`src/sv/srfp_pkg.sv`:
```
`timescale 1ns / 1ps
// ----------------------------------------------------------------------------
// Sensor reply frame parser package
// Shared constants, register indexes, parser phases and the result word type.
// ----------------------------------------------------------------------------
package srfp_pkg;

   // Frame layout
   localparam logic [7:0] DEV_ADDR_RESET    = 8'h81;
   localparam logic [7:0] CMD_FIRST         = 8'h11;
   localparam logic [7:0] CMD_LAST_AVG      = 8'h13;
   localparam logic [7:0] CMD_TH            = 8'h14;
   localparam logic [7:0] CMD_STATE         = 8'h16;
   localparam logic [3:0] AVG_PAYLOAD_BYTES = 4'd12;
   localparam logic [3:0] TH_PAYLOAD_BYTES  = 4'd4;
   localparam int         NUM_VALUES        = 6;

   // Command index codes (command byte minus the first command)
   localparam logic [2:0] IDX_AVG_LAST = 3'd2;
   localparam logic [2:0] IDX_TH       = 3'd3;
   localparam logic [2:0] IDX_STATE    = 3'd5;

   // Register indexes of the configuration port
   localparam logic CSR_DEVICE_ADDRESS = 1'b0;
   localparam logic CSR_SAMPLING_ON    = 1'b1;

   // Word widths
   localparam int RSP_TDATA_W = 112;
   localparam int RSP_TUSER_W = 3;

   typedef enum logic [2:0] {
      PH_IDLE,
      PH_ADDR,
      PH_STATUS,
      PH_PAYLOAD,
      PH_CHECK
   } parse_phase_type;

   typedef struct packed {
      logic [2:0]  command_index;
      logic [7:0]  sensor_status;
      logic [15:0] value_0;
      logic [15:0] value_1;
      logic [15:0] value_2;
      logic [15:0] value_3;
      logic [15:0] value_4;
      logic [15:0] value_5;
      logic        ask_power_toggle;
      logic        ask_temp_humidity;
      logic        device_found;
   } srfp_result_type;

endpackage

```
`src/sv/srfp_parser.sv`:
```
`timescale 1ns / 1ps
// ----------------------------------------------------------------------------
// Reply frame parser
// Tracks the frame phase, the running checksum and the payload bytes, and
// builds the result word when the check byte of a frame matches.
// ----------------------------------------------------------------------------
module srfp_parser (
   input  logic                      clock,
   input  logic                      reset,
   input  logic                      byte_valid,
   input  logic [7:0]                rx_byte,
   input  logic [7:0]                device_address,
   input  logic                      sampling_on,
   output logic                      res_valid,
   output srfp_pkg::srfp_result_type res_word
);

   srfp_pkg::parse_phase_type phase_ff, phase_in;
   logic [2:0] cmd_ff, cmd_in;
   logic [7:0] status_ff, status_in;
   logic [3:0] len_ff, len_in;
   logic [3:0] offset_ff, offset_in;
   logic [7:0] sum_ff, sum_in;
   logic       found_ff, found_in;
   logic [7:0] store_ff [srfp_pkg::AVG_PAYLOAD_BYTES];

   logic [3:0]  offset_next;
   logic [7:0]  sum_next;
   logic        cmd_ok;
   logic        check_ok;
   logic [15:0] words [srfp_pkg::NUM_VALUES];
   logic        is_avg;
   logic        toggle;

   assign offset_next = offset_ff + 4'd1;
   assign sum_next    = sum_ff + rx_byte;
   assign cmd_ok      = (rx_byte inside {[srfp_pkg::CMD_FIRST : srfp_pkg::CMD_STATE]});
   assign check_ok    = (sum_next == 8'd0);
   assign is_avg      = (cmd_ff <= srfp_pkg::IDX_AVG_LAST);
   assign toggle      = (status_ff[0] == sampling_on);

   // Big-endian payload words
   always_comb begin
      for (int i = 0; i < srfp_pkg::NUM_VALUES; i++) begin
         words[i] = {store_ff[2 * i], store_ff[2 * i + 1]};
      end
   end

   // Next phase
   always_comb begin
      phase_in = phase_ff;
      if (byte_valid) begin
         case (phase_ff)
            srfp_pkg::PH_IDLE: begin
               if (rx_byte == device_address) phase_in = srfp_pkg::PH_ADDR;
            end
            srfp_pkg::PH_ADDR: begin
               phase_in = cmd_ok ? srfp_pkg::PH_STATUS : srfp_pkg::PH_IDLE;
            end
            srfp_pkg::PH_STATUS: begin
               phase_in = (len_ff == 4'd0) ? srfp_pkg::PH_CHECK : srfp_pkg::PH_PAYLOAD;
            end
            srfp_pkg::PH_PAYLOAD: begin
               if (offset_next >= len_ff) phase_in = srfp_pkg::PH_CHECK;
            end
            default: phase_in = srfp_pkg::PH_IDLE;
         endcase
      end
   end

   // Frame fields, checksum and result
   always_comb begin
      cmd_in    = cmd_ff;
      status_in = status_ff;
      len_in    = len_ff;
      offset_in = offset_ff;
      sum_in    = sum_ff;
      found_in  = found_ff;
      res_valid = 1'b0;
      res_word  = '0;
      res_word.command_index = cmd_ff;
      res_word.sensor_status = status_ff;
      if (byte_valid) begin
         case (phase_ff)
            srfp_pkg::PH_IDLE: begin
               if (rx_byte == device_address) sum_in = rx_byte;
            end
            srfp_pkg::PH_ADDR: begin
               if (cmd_ok) begin
                  cmd_in = 3'(rx_byte - srfp_pkg::CMD_FIRST);
                  sum_in = sum_next;
                  if (rx_byte <= srfp_pkg::CMD_LAST_AVG) begin
                     len_in = srfp_pkg::AVG_PAYLOAD_BYTES;
                  end else if (rx_byte == srfp_pkg::CMD_TH) begin
                     len_in = srfp_pkg::TH_PAYLOAD_BYTES;
                  end else begin
                     len_in = 4'd0;
                  end
               end
            end
            srfp_pkg::PH_STATUS: begin
               status_in = rx_byte;
               sum_in    = sum_next;
               offset_in = 4'd0;
            end
            srfp_pkg::PH_PAYLOAD: begin
               sum_in    = sum_next;
               offset_in = offset_next;
            end
            srfp_pkg::PH_CHECK: begin
               if (check_ok) begin
                  res_valid = 1'b1;
                  if (is_avg) begin
                     res_word.value_0           = words[0];
                     res_word.value_1           = words[1];
                     res_word.value_2           = words[2];
                     res_word.value_3           = words[3];
                     res_word.value_4           = words[4];
                     res_word.value_5           = words[5];
                     res_word.ask_power_toggle  = toggle;
                     res_word.ask_temp_humidity = 1'b1;
                     found_in                   = 1'b1;
                  end else if (cmd_ff == srfp_pkg::IDX_TH) begin
                     res_word.value_0 = words[0];
                     res_word.value_1 = words[1];
                  end else if (cmd_ff == srfp_pkg::IDX_STATE) begin
                     res_word.ask_power_toggle = toggle;
                     found_in                  = 1'b1;
                  end
                  res_word.device_found = found_in;
               end
            end
            default: ;
         endcase
      end
   end

   // Control and frame registers
   always_ff @(posedge clock) begin
      if (reset) begin
         phase_ff  <= srfp_pkg::PH_IDLE;
         cmd_ff    <= 3'd0;
         status_ff <= 8'd0;
         len_ff    <= 4'd0;
         offset_ff <= 4'd0;
         sum_ff    <= 8'd0;
         found_ff  <= 1'b0;
      end else begin
         phase_ff  <= phase_in;
         cmd_ff    <= cmd_in;
         status_ff <= status_in;
         len_ff    <= len_in;
         offset_ff <= offset_in;
         sum_ff    <= sum_in;
         found_ff  <= found_in;
      end
   end

   // Payload bytes, written in arrival order
   always_ff @(posedge clock) begin
      if (byte_valid && (phase_ff == srfp_pkg::PH_PAYLOAD) &&
          (offset_ff < srfp_pkg::AVG_PAYLOAD_BYTES)) begin
         store_ff[offset_ff] <= rx_byte;
      end
   end

endmodule

```
`src/sv/srfp_result_reg.sv`:
```
`timescale 1ns / 1ps
// ----------------------------------------------------------------------------
// Result register
// Holds one result word for the output channel; it is refilled in the same
// cycle in which the receiver takes the word it holds.
// ----------------------------------------------------------------------------
module srfp_result_reg (
   input  logic                      clock,
   input  logic                      reset,
   input  logic                      in_valid,
   input  srfp_pkg::srfp_result_type in_word,
   output logic                      in_ready,
   output logic                      out_valid,
   output srfp_pkg::srfp_result_type out_word,
   input  logic                      out_ready
);

   logic                      valid_ff, valid_in;
   srfp_pkg::srfp_result_type word_ff;

   // Free when empty or when the held word leaves this cycle.
   assign in_ready  = !valid_ff || out_ready;
   assign valid_in  = in_ready ? in_valid : valid_ff;
   assign out_valid = valid_ff;
   assign out_word  = word_ff;

   always_ff @(posedge clock) begin
      if (reset) begin
         valid_ff <= 1'b0;
      end else begin
         valid_ff <= valid_in;
      end
   end

   always_ff @(posedge clock) begin
      if (in_ready && in_valid) begin
         word_ff <= in_word;
      end
   end

endmodule

```
`src/sv/sensor_reply_frame_parser.sv`:
```
`timescale 1ns / 1ps
// ----------------------------------------------------------------------------
// Sensor reply frame parser
// Parses sensor reply frames from a byte stream and checks their checksum.
// ----------------------------------------------------------------------------
// Usage:
// Received serial bytes enter on the req_ channel, one word per byte. The
// parser hunts for the device address, then takes a command, a status byte,
// a payload and a check byte. Each frame whose check byte matches gives one
// word on the rsp_ channel; all other bytes give none.
// Throughput is one byte per cycle while req_tready is high. The result of a frame's check byte is
// valid on rsp_ in the cycle after that byte is accepted.
// The rate is set by the single result register: a byte is taken whenever
// that register is empty or its word is taken in the same cycle, so req_tready
// falls only while a result waits and rsp_tready is low.
// The csr_ port sets the device address (index 0) and the sampling mode
// (index 1); write it only while the parser is idle.
// Reset clears the parser to hunting, empties the result register, sets the
// address to 0x81 and sampling off, and clears the device-found flag.
// ----------------------------------------------------------------------------
module sensor_reply_frame_parser (
   input  logic                             clock,
   input  logic                             reset,
   // Received bytes
   input  logic                             req_tvalid,
   output logic                             req_tready,
   input  logic [7:0]                       req_tdata,  // [7:0] rx_byte
   // Parsed frames
   output logic                             rsp_tvalid,
   input  logic                             rsp_tready,
   // [7:0] sensor_status, [23:8] value_0, [39:24] value_1, [55:40] value_2,
   // [71:56] value_3, [87:72] value_4, [103:88] value_5, [104] ask_power_toggle,
   // [105] ask_temp_humidity, [106] device_found, [111:107] zero
   output logic [srfp_pkg::RSP_TDATA_W-1:0] rsp_tdata,
   output logic [srfp_pkg::RSP_TUSER_W-1:0] rsp_tuser,  // [2:0] command_index
   // Configuration
   input  logic                             csr_we,
   input  logic                             csr_addr,
   input  logic [7:0]                       csr_wdata
);

   logic [7:0] dev_addr_ff;
   logic       sampling_ff;
   logic       byte_valid;
   logic       res_valid;
   logic       res_ready;
   srfp_pkg::srfp_result_type res_word;
   srfp_pkg::srfp_result_type out_word;

   // Configuration registers
   always_ff @(posedge clock) begin
      if (reset) begin
         dev_addr_ff <= srfp_pkg::DEV_ADDR_RESET;
         sampling_ff <= 1'b0;
      end else if (csr_we) begin
         case (csr_addr)
            srfp_pkg::CSR_DEVICE_ADDRESS: dev_addr_ff <= csr_wdata;
            srfp_pkg::CSR_SAMPLING_ON:    sampling_ff <= csr_wdata[0];
            default: ;
         endcase
      end
   end

   assign req_tready = res_ready;
   assign byte_valid = req_tvalid && res_ready;

   srfp_parser u_parser (
      .clock          (clock),
      .reset          (reset),
      .byte_valid     (byte_valid),
      .rx_byte        (req_tdata),
      .device_address (dev_addr_ff),
      .sampling_on    (sampling_ff),
      .res_valid      (res_valid),
      .res_word       (res_word)
   );

   srfp_result_reg u_result (
      .clock     (clock),
      .reset     (reset),
      .in_valid  (res_valid),
      .in_word   (res_word),
      .in_ready  (res_ready),
      .out_valid (rsp_tvalid),
      .out_word  (out_word),
      .out_ready (rsp_tready)
   );

   // Output word packing
   assign rsp_tuser = out_word.command_index;
   assign rsp_tdata = {5'd0,
                       out_word.device_found,
                       out_word.ask_temp_humidity,
                       out_word.ask_power_toggle,
                       out_word.value_5,
                       out_word.value_4,
                       out_word.value_3,
                       out_word.value_2,
                       out_word.value_1,
                       out_word.value_0,
                       out_word.sensor_status};

endmodule
```
`config.mk`:
```
export PLATFORM = sky130hd
export DESIGN_NAME = sensor_reply_frame_parser
export DESIGN_NICKNAME = d
export VERILOG_FILES = /design/src/sv/srfp_pkg.sv /design/src/sv/srfp_parser.sv /design/src/sv/srfp_result_reg.sv /design/src/sv/sensor_reply_frame_parser.sv
export SDC_FILE = /design/constraint.sdc
export NUM_CORES = 1
export LEC_CHECK = 0
export BUFFER_PORTS_ARGS = -buffer_cell sky130_fd_sc_hd__buf_2
export CAP_MARGIN = 5
export CORE_ASPECT_RATIO = 1.25
export CORE_MARGIN = 10
export CORE_UTILIZATION = 30
export DETAILED_ROUTE_END_ITERATION = 10
export PLACE_DENSITY = 0.52
export SKIP_LAST_GASP = 1
export SLEW_MARGIN = 10
export SYNTH_ARGS = -nofsm -noshare
export SYNTH_HDL_FRONTEND = slang
export SYNTH_SLANG_ARGS = --single-unit
export TNS_END_PERCENT = 100
```
`constraint.sdc`:
```
create_clock -name clock -period 14.1 [get_ports clock]
set_clock_uncertainty 0.05 [all_clocks]
set_input_delay 2.115 -clock clock [delete_from_list [all_inputs] [get_ports clock]]
set_output_delay 2.115 -clock clock [all_outputs]
set_load 0.05 [all_outputs]
```
## Yosys cells after proc, flatten, opt, wreduce, memory -nomap -nowiden

Memories as Yosys holds them, arrays and structs flattened. A register that Yosys moved wholly into a read port is not among the register bits.
Index checks and enable logic that the tools add are counted.
Widths: inputs -> output; s select.

- Add/subtract/negate cells: 3
- $lt $le $gt $ge: 6
- Equality and inequality tests: 12
- Muxes and demuxes: 25
- Bitwise gates (word level): 1
- Reduce and logical (&&, ||, !) cells: 30

Operators with widths:

| operator | count |
|---|---|
| $mux 32 | 2 |
| $pmux 8 s3 | 1 |
| $le 8x5->1 const B | 2 |
| $mux 8 | 2 |
| $mux 1 | 12 |
| $mux 3 | 4 |
| $pmux 3 s4 | 1 |
| $eq 3x2->1 const B | 3 |
| $logic_not 1->1 | 9 |
| $reduce_and 3->1 | 3 |
| $add 8x8->8 | 1 |
| $eq 8x5->1 const B | 1 |
| $eq 8x8->1 | 1 |
| $ge 8x5->1 const B | 1 |
| $logic_not 8->1 | 1 |
| $pmux 4 s2 | 1 |
| $reduce_and 2->1 | 4 |
| $reduce_and 4->1 | 2 |
| $eq 3x3->1 const B | 2 |
| $ne 2x1->1 const B | 3 |
| $logic_and 1x1->1 | 5 |
| $add 4x1->4 const B | 1 |
| $ge 4x4->1 | 1 |
| $logic_not 4->1 | 1 |
| other kinds (13) | 13 |

- Flip-flop bits (word level): 87
- RAM bits: 96
- Memories: 1

Memories:

| name | words | bits a word | read ports | clocked after Yosys merged registers in | write ports | line | RTL |
|---|---|---|---|---|---|---|---|
| u_parser.store_ff | 12 | 8 | 12 | 8 | 1 | srfp_parser.sv:25 | `logic [7:0] store_ff [srfp_pkg::AVG_PAYLOAD_BYTES];` |

## Logic depth before layout (Yosys ltp)

- Depth after elaboration: 7
- Mapped depth: 10
- Gate-level depth less buffers: 8

## Modules after synthesis

From an unflattened synthesis, not the netlist that was laid out.

- Cell total of the unflattened synthesis: 712
- Area, all modules: 10163.5 um^2

Modules (own cells, without submodules):

| module | instances | cells an instance | area each (um^2) | sequential area each (um^2) |
|---|---|---|---|---|
| srfp_parser | 1 | 551 | 6369.9 | 3463.3 |
| srfp_result_reg | 1 | 115 | 3358.2 | 3323.2 |
| sensor_reply_frame_parser | 1 | 46 | 435.4 | 180.2 |

## Worst setup path before layout

No wires, ideal clock.

- Path type: input port to flip-flop
- From: input port req_tdata[0]
- To: register u_result.word_ff, in the netlist u_result.out_word[0] (enable)
- Setup time: 0.581 ns
- Data arrival time: 8.491 ns
- Required time: 13.469 ns
- Slack: 4.979 ns
- Cell stages on the path: 10
- Buffers on the path: 2
- Cells stage by stage: ha_1 -> inv_1 -> fa_1 -> nand2b_1 -> a21o_1 -> a211oi_1 -> nand3b_1 -> clkbuf_1 -> clkbuf_1 -> nor2_1

- Word-level cells in the longest chain between the ends: 6

Ends and longest elaborated chain:

| what | line | RTL |
|---|---|---|
| start: declaration | sensor_reply_frame_parser.sv:27 | `input logic [7:0] req_tdata,` |
| $add 8x8->8 | srfp_parser.sv:36 | `assign sum_next = sum_ff + rx_byte;` |
| $logic_not 8->1 | srfp_parser.sv:38 | `assign check_ok = (sum_next == 8'd0);` |
| $mux 1 | srfp_parser.sv:111 | `if (check_ok) begin` |
| $mux 1 | srfp_parser.sv:84 | `case (phase_ff)` |
| $mux 1 | srfp_parser.sv:83 | `if (byte_valid) begin` |
| $logic_and 1x1->1 | srfp_result_reg.sv:36 | `if (in_ready && in_valid) begin` |
| end signal: assignment | srfp_result_reg.sv:37 | `word_ff <= in_word;` |
| end: declaration | srfp_result_reg.sv:19 | `srfp_pkg::srfp_result_type word_ff;` |

Every way passes these cells.
A chain may end at the register's enable or synchronous reset.

## Worst setup path after layout

- From: input port req_tdata[0]
- To: register u_result.word_ff, in the netlist u_result.out_word[48] (enable)

- Word-level cells in the longest chain between the ends: 6
- Elaborated cells on any way between the ends: 8

Ends and longest elaborated chain:

| what | line |
|---|---|
| $add 8x8->8 * | srfp_parser.sv:36 |
| $logic_not 8->1 * | srfp_parser.sv:38 |
| $mux 1 | srfp_parser.sv:111 |
| $mux 1 | srfp_parser.sv:84 |
| $mux 1 | srfp_parser.sv:83 |
| $logic_and 1x1->1 | srfp_result_reg.sv:36 |

Every way passes the cells marked *; elsewhere a longest branch is shown, timed or not.

==> reports/qor.txt <==
Antenna diode count - 0
Core Region - 34300 um2
Dpl hpwl - 15800 um
# rows - 76
Ports - 139
Place WS - 7.66 ns
Top cell type by total area after synthesis - edfxtp_1
Via Count - 6156
Global placer's final weighted congestion - 0.770
WL final - 24400 um
RSZ-0062 raised after global routing - false
CTS Hold Bufs - 0
Slew @ Worst Pin - 0.999 ns
Yosys synthesis warning count - 0
Clock latency on the worst-skew pair - 0.52 ns
Final period util - 41.4%
Via density - 4.52
Ranking of synthesized cells by area - edfxtp_1 60%, nor4_2 9.2%, dfxtp_1 7.5%, inv_1 3.8%, ha_1 2.1%
Area grow syn2layout - 17.5%
Critical path arrival - 5.92 ns
IO buf count - 133
Mapped Cells - 762
Period minus WS final - 5.83 ns
Cell area after layout - 12200 um2
Critical path endpoint category - register
Worst min path class - register to register
Max Cap Viol - 0
CP Data Required Time - 14.19 ns
Share of cells above drive strength 1 - 29.6%
Final non-filler cell total - 1361
Unique cell type count in the Yosys netlist - 51
Netlist Area Pre-Place - 10400 um2
Initial Utilization - 30.2%
Vias in the first global route - 6066
Clock sinks - 245
Reg clk slew, reported paths - 0.06 ns
Die X - 186 um
Number of synthesized flops with an enable pin - 206
Pwr dens - 119 nW/um2
Fin. max-slew vios - 0
#FFs+latches synth - 245
Critical setup path kind - primary input to register
H-Tree Depth - 1
Post_cts resized - 0
CTS tree - built
Syn avg cell area - 13.6 um2
Final worst slack - 8.27 ns
Yosys top cell area share - 59.7%
Antenna Nets Post-Route - 0
Clk root buf - clkbuf_16
Top FF cell, synth - edfxtp_1
Crit start category - primary input
Initial antenna violation count - 2
Static Leak - 4.69 nW
DP Area - 11400 um2
Peak supply drop - 0.0686 mV
Num CTS Buffers - 25
Post CTS Setup Buffer Count - 0
Slew headroom - 33.4%
Fmax - 171 MHz
Final Total Pwr - 1.45 mW
Seq/Total Area, Yosys - 67.2%
Inst Count DP - 1318
Routed wire per std cell - 17.9 um
Remaining DRCs - 0
Tot GR Track Use - 11.2%
1st-pass router iterations - 4
CP Max Fanout - 70
Die height - 228 um
Nets - 917
Setup TNS - 0 ns
Status - completed
DIE AREA - 42400 um2
First-pass GRT wire length - 37000 um
Final Hold Viols - 0
Largest net degree at the start of global routing - 71
Async S/R FF share, synth - 0%
Clock tree buffer depth - 3
Final setup fails - 0
GRT overflow - 0
Initial drt markers - 301
area by class of cell:
type,count,area [um2]
clock buffers,25,626
clock inverters,18,148
fillers,3353,22200
inverters,104,390
multi-input cells,361,2740
flip-flops and latches,245,6970
well taps,468,586
repair buffers,140,718
state kept, by name, summed over array words and instances, names as in the netlist:
register and count:
u_result.out_valid 1, u_parser.offset_ff 4, sampling_ff 1, u_parser.status_ff 8, u_parser.phase_ff 3, u_parser.len_ff 2
u_result.out_word 110, u_parser.sum_ff 8, u_parser.store_ff 96, u_parser.found_ff 1, u_parser.cmd_ff 3, dev_addr_ff 8
cell usage in the layout, fill, tap and decap left out, types with 4 or more instances in the layout:
cell type | synthesis | final
nand2b_1 | 7 | 7
nor3_1 | 8 | 8
nor4_1 | 20 | 20
nor2_1 | 24 | 23
nand3b_1 | 4 | 4
dfxtp_1 | 39 | 38
xnor2_1 | 12 | 12
a211oi_1 | 10 | 10
o21ai_0 | 17 | 17
nand2_1 | 46 | 46
buf_2 | 2 | 133
and2_1 | 4 | 4
inv_1 | 104 | 104
a21oi_1 | 35 | 35
nor4_2 | 76 | 76
nand3_1 | 10 | 10
clkinv_2 | 0 | 11
nand4_1 | 5 | 5
clkbuf_16 | 0 | 25
buf_4 | 6 | 7
ha_1 | 17 | 17
edfxtp_1 | 206 | 206
conb_1 | 1 | 5
nor2b_1 | 6 | 6
and3_1 | 9 | 9
power by group:
group | switching (mW) | total (mW) | internal, mW | leakage (nW)
sequential | 0.00111 | 0.781 | 0.779 | 2.42
combinational | 0.0307 | 0.0406 | 0.00991 | 1.88
clock | 0.270 | 0.631 | 0.360 | 0.391
per-layer routing:
layer	track usage (%)	vias to the layer above	share of wire (%)
li1	-	2979	-
met1	13.4	2989	41
met2	19.5	147	51
met3	2.07	37	5.5
met4	3.48	4	2.0
met5	0	-	0.11
synthesized netlist by cell type, types with 5 or more instances:
cell        n
edfxtp_1  206
inv_1     104
nor4_2     76
nand2_1    46
dfxtp_1    39
a21oi_1    35
clkbuf_1   35
nor2_1     24
nor4_1     20
ha_1       17
o21ai_0    17
xnor2_1    12
a211oi_1   10
nand3_1    10
and3_1      9
buf_6       9
nor3_1      8
nand2b_1    7
buf_4       6
nor2b_1     6
nand4_1     5
logic make-up (layout without fill, tap and decap cells):
| kind of cell | count (synthesis) | in the layout | share of synthesized area, % |
|---|---|---|---|
| multiplexers | 2 | 2 | 0.193 |
| AND/OR/NAND/NOR | 228 | 228 | 16.7 |
| flip-flops | 245 | 245 | 67.2 |
| buffers and inverters | 160 | 287 | 6.69 |
| adder cells (fa/ha/maj) | 18 | 18 | 2.25 |
| XOR/XNOR | 15 | 15 | 1.27 |
| other | 1 | 5 | 0.0362 |
| AO/OA/AOI/OAI | 93 | 93 | 5.65 |
final timing paths:
path / cells after the start / from / slack [ns] / end
worst min register to register: 0 / u_parser.status_ff[7]$_SDFFE_PP0P_ / 0.38 / u_result.out_word[106]$_DFFE_PP_
worst min-delay path: 0 / u_parser.status_ff[7]$_SDFFE_PP0P_ / 0.38 / u_result.out_word[106]$_DFFE_PP_
worst max-delay path: 12 / req_tdata[0] / 8.27 / u_result.out_word[48]$_SDFFCE_PN0P_
worst max register to register: 11 / u_parser.sum_ff[0]$_SDFFE_PP0P_ / 10.01 / u_result.out_word[48]$_SDFFCE_PN0P_
through the flow:
step,hold slack [ns],utilization [%]
after detailed placement,0.367,33.2
after CTS,0.372,35.5
after floorplan,0.352,-
final,0.381,35.5
after global routing,0.391,35.5
after global placement,0.356,33.2
worst max-delay path: stages:
cell and delay, ns:
buf_2 0.39, ha_1 0.27, inv_1 0.06, fa_1 0.40, nand2b_1 0.20, a21o_1 0.17
a211oi_1 0.28, nand3b_1 0.11, buf_4 0.39, nor2_4 0.16, buf_4 0.47, buf_4 0.77
No activity file was read; power rests on OpenSTA's default activity.
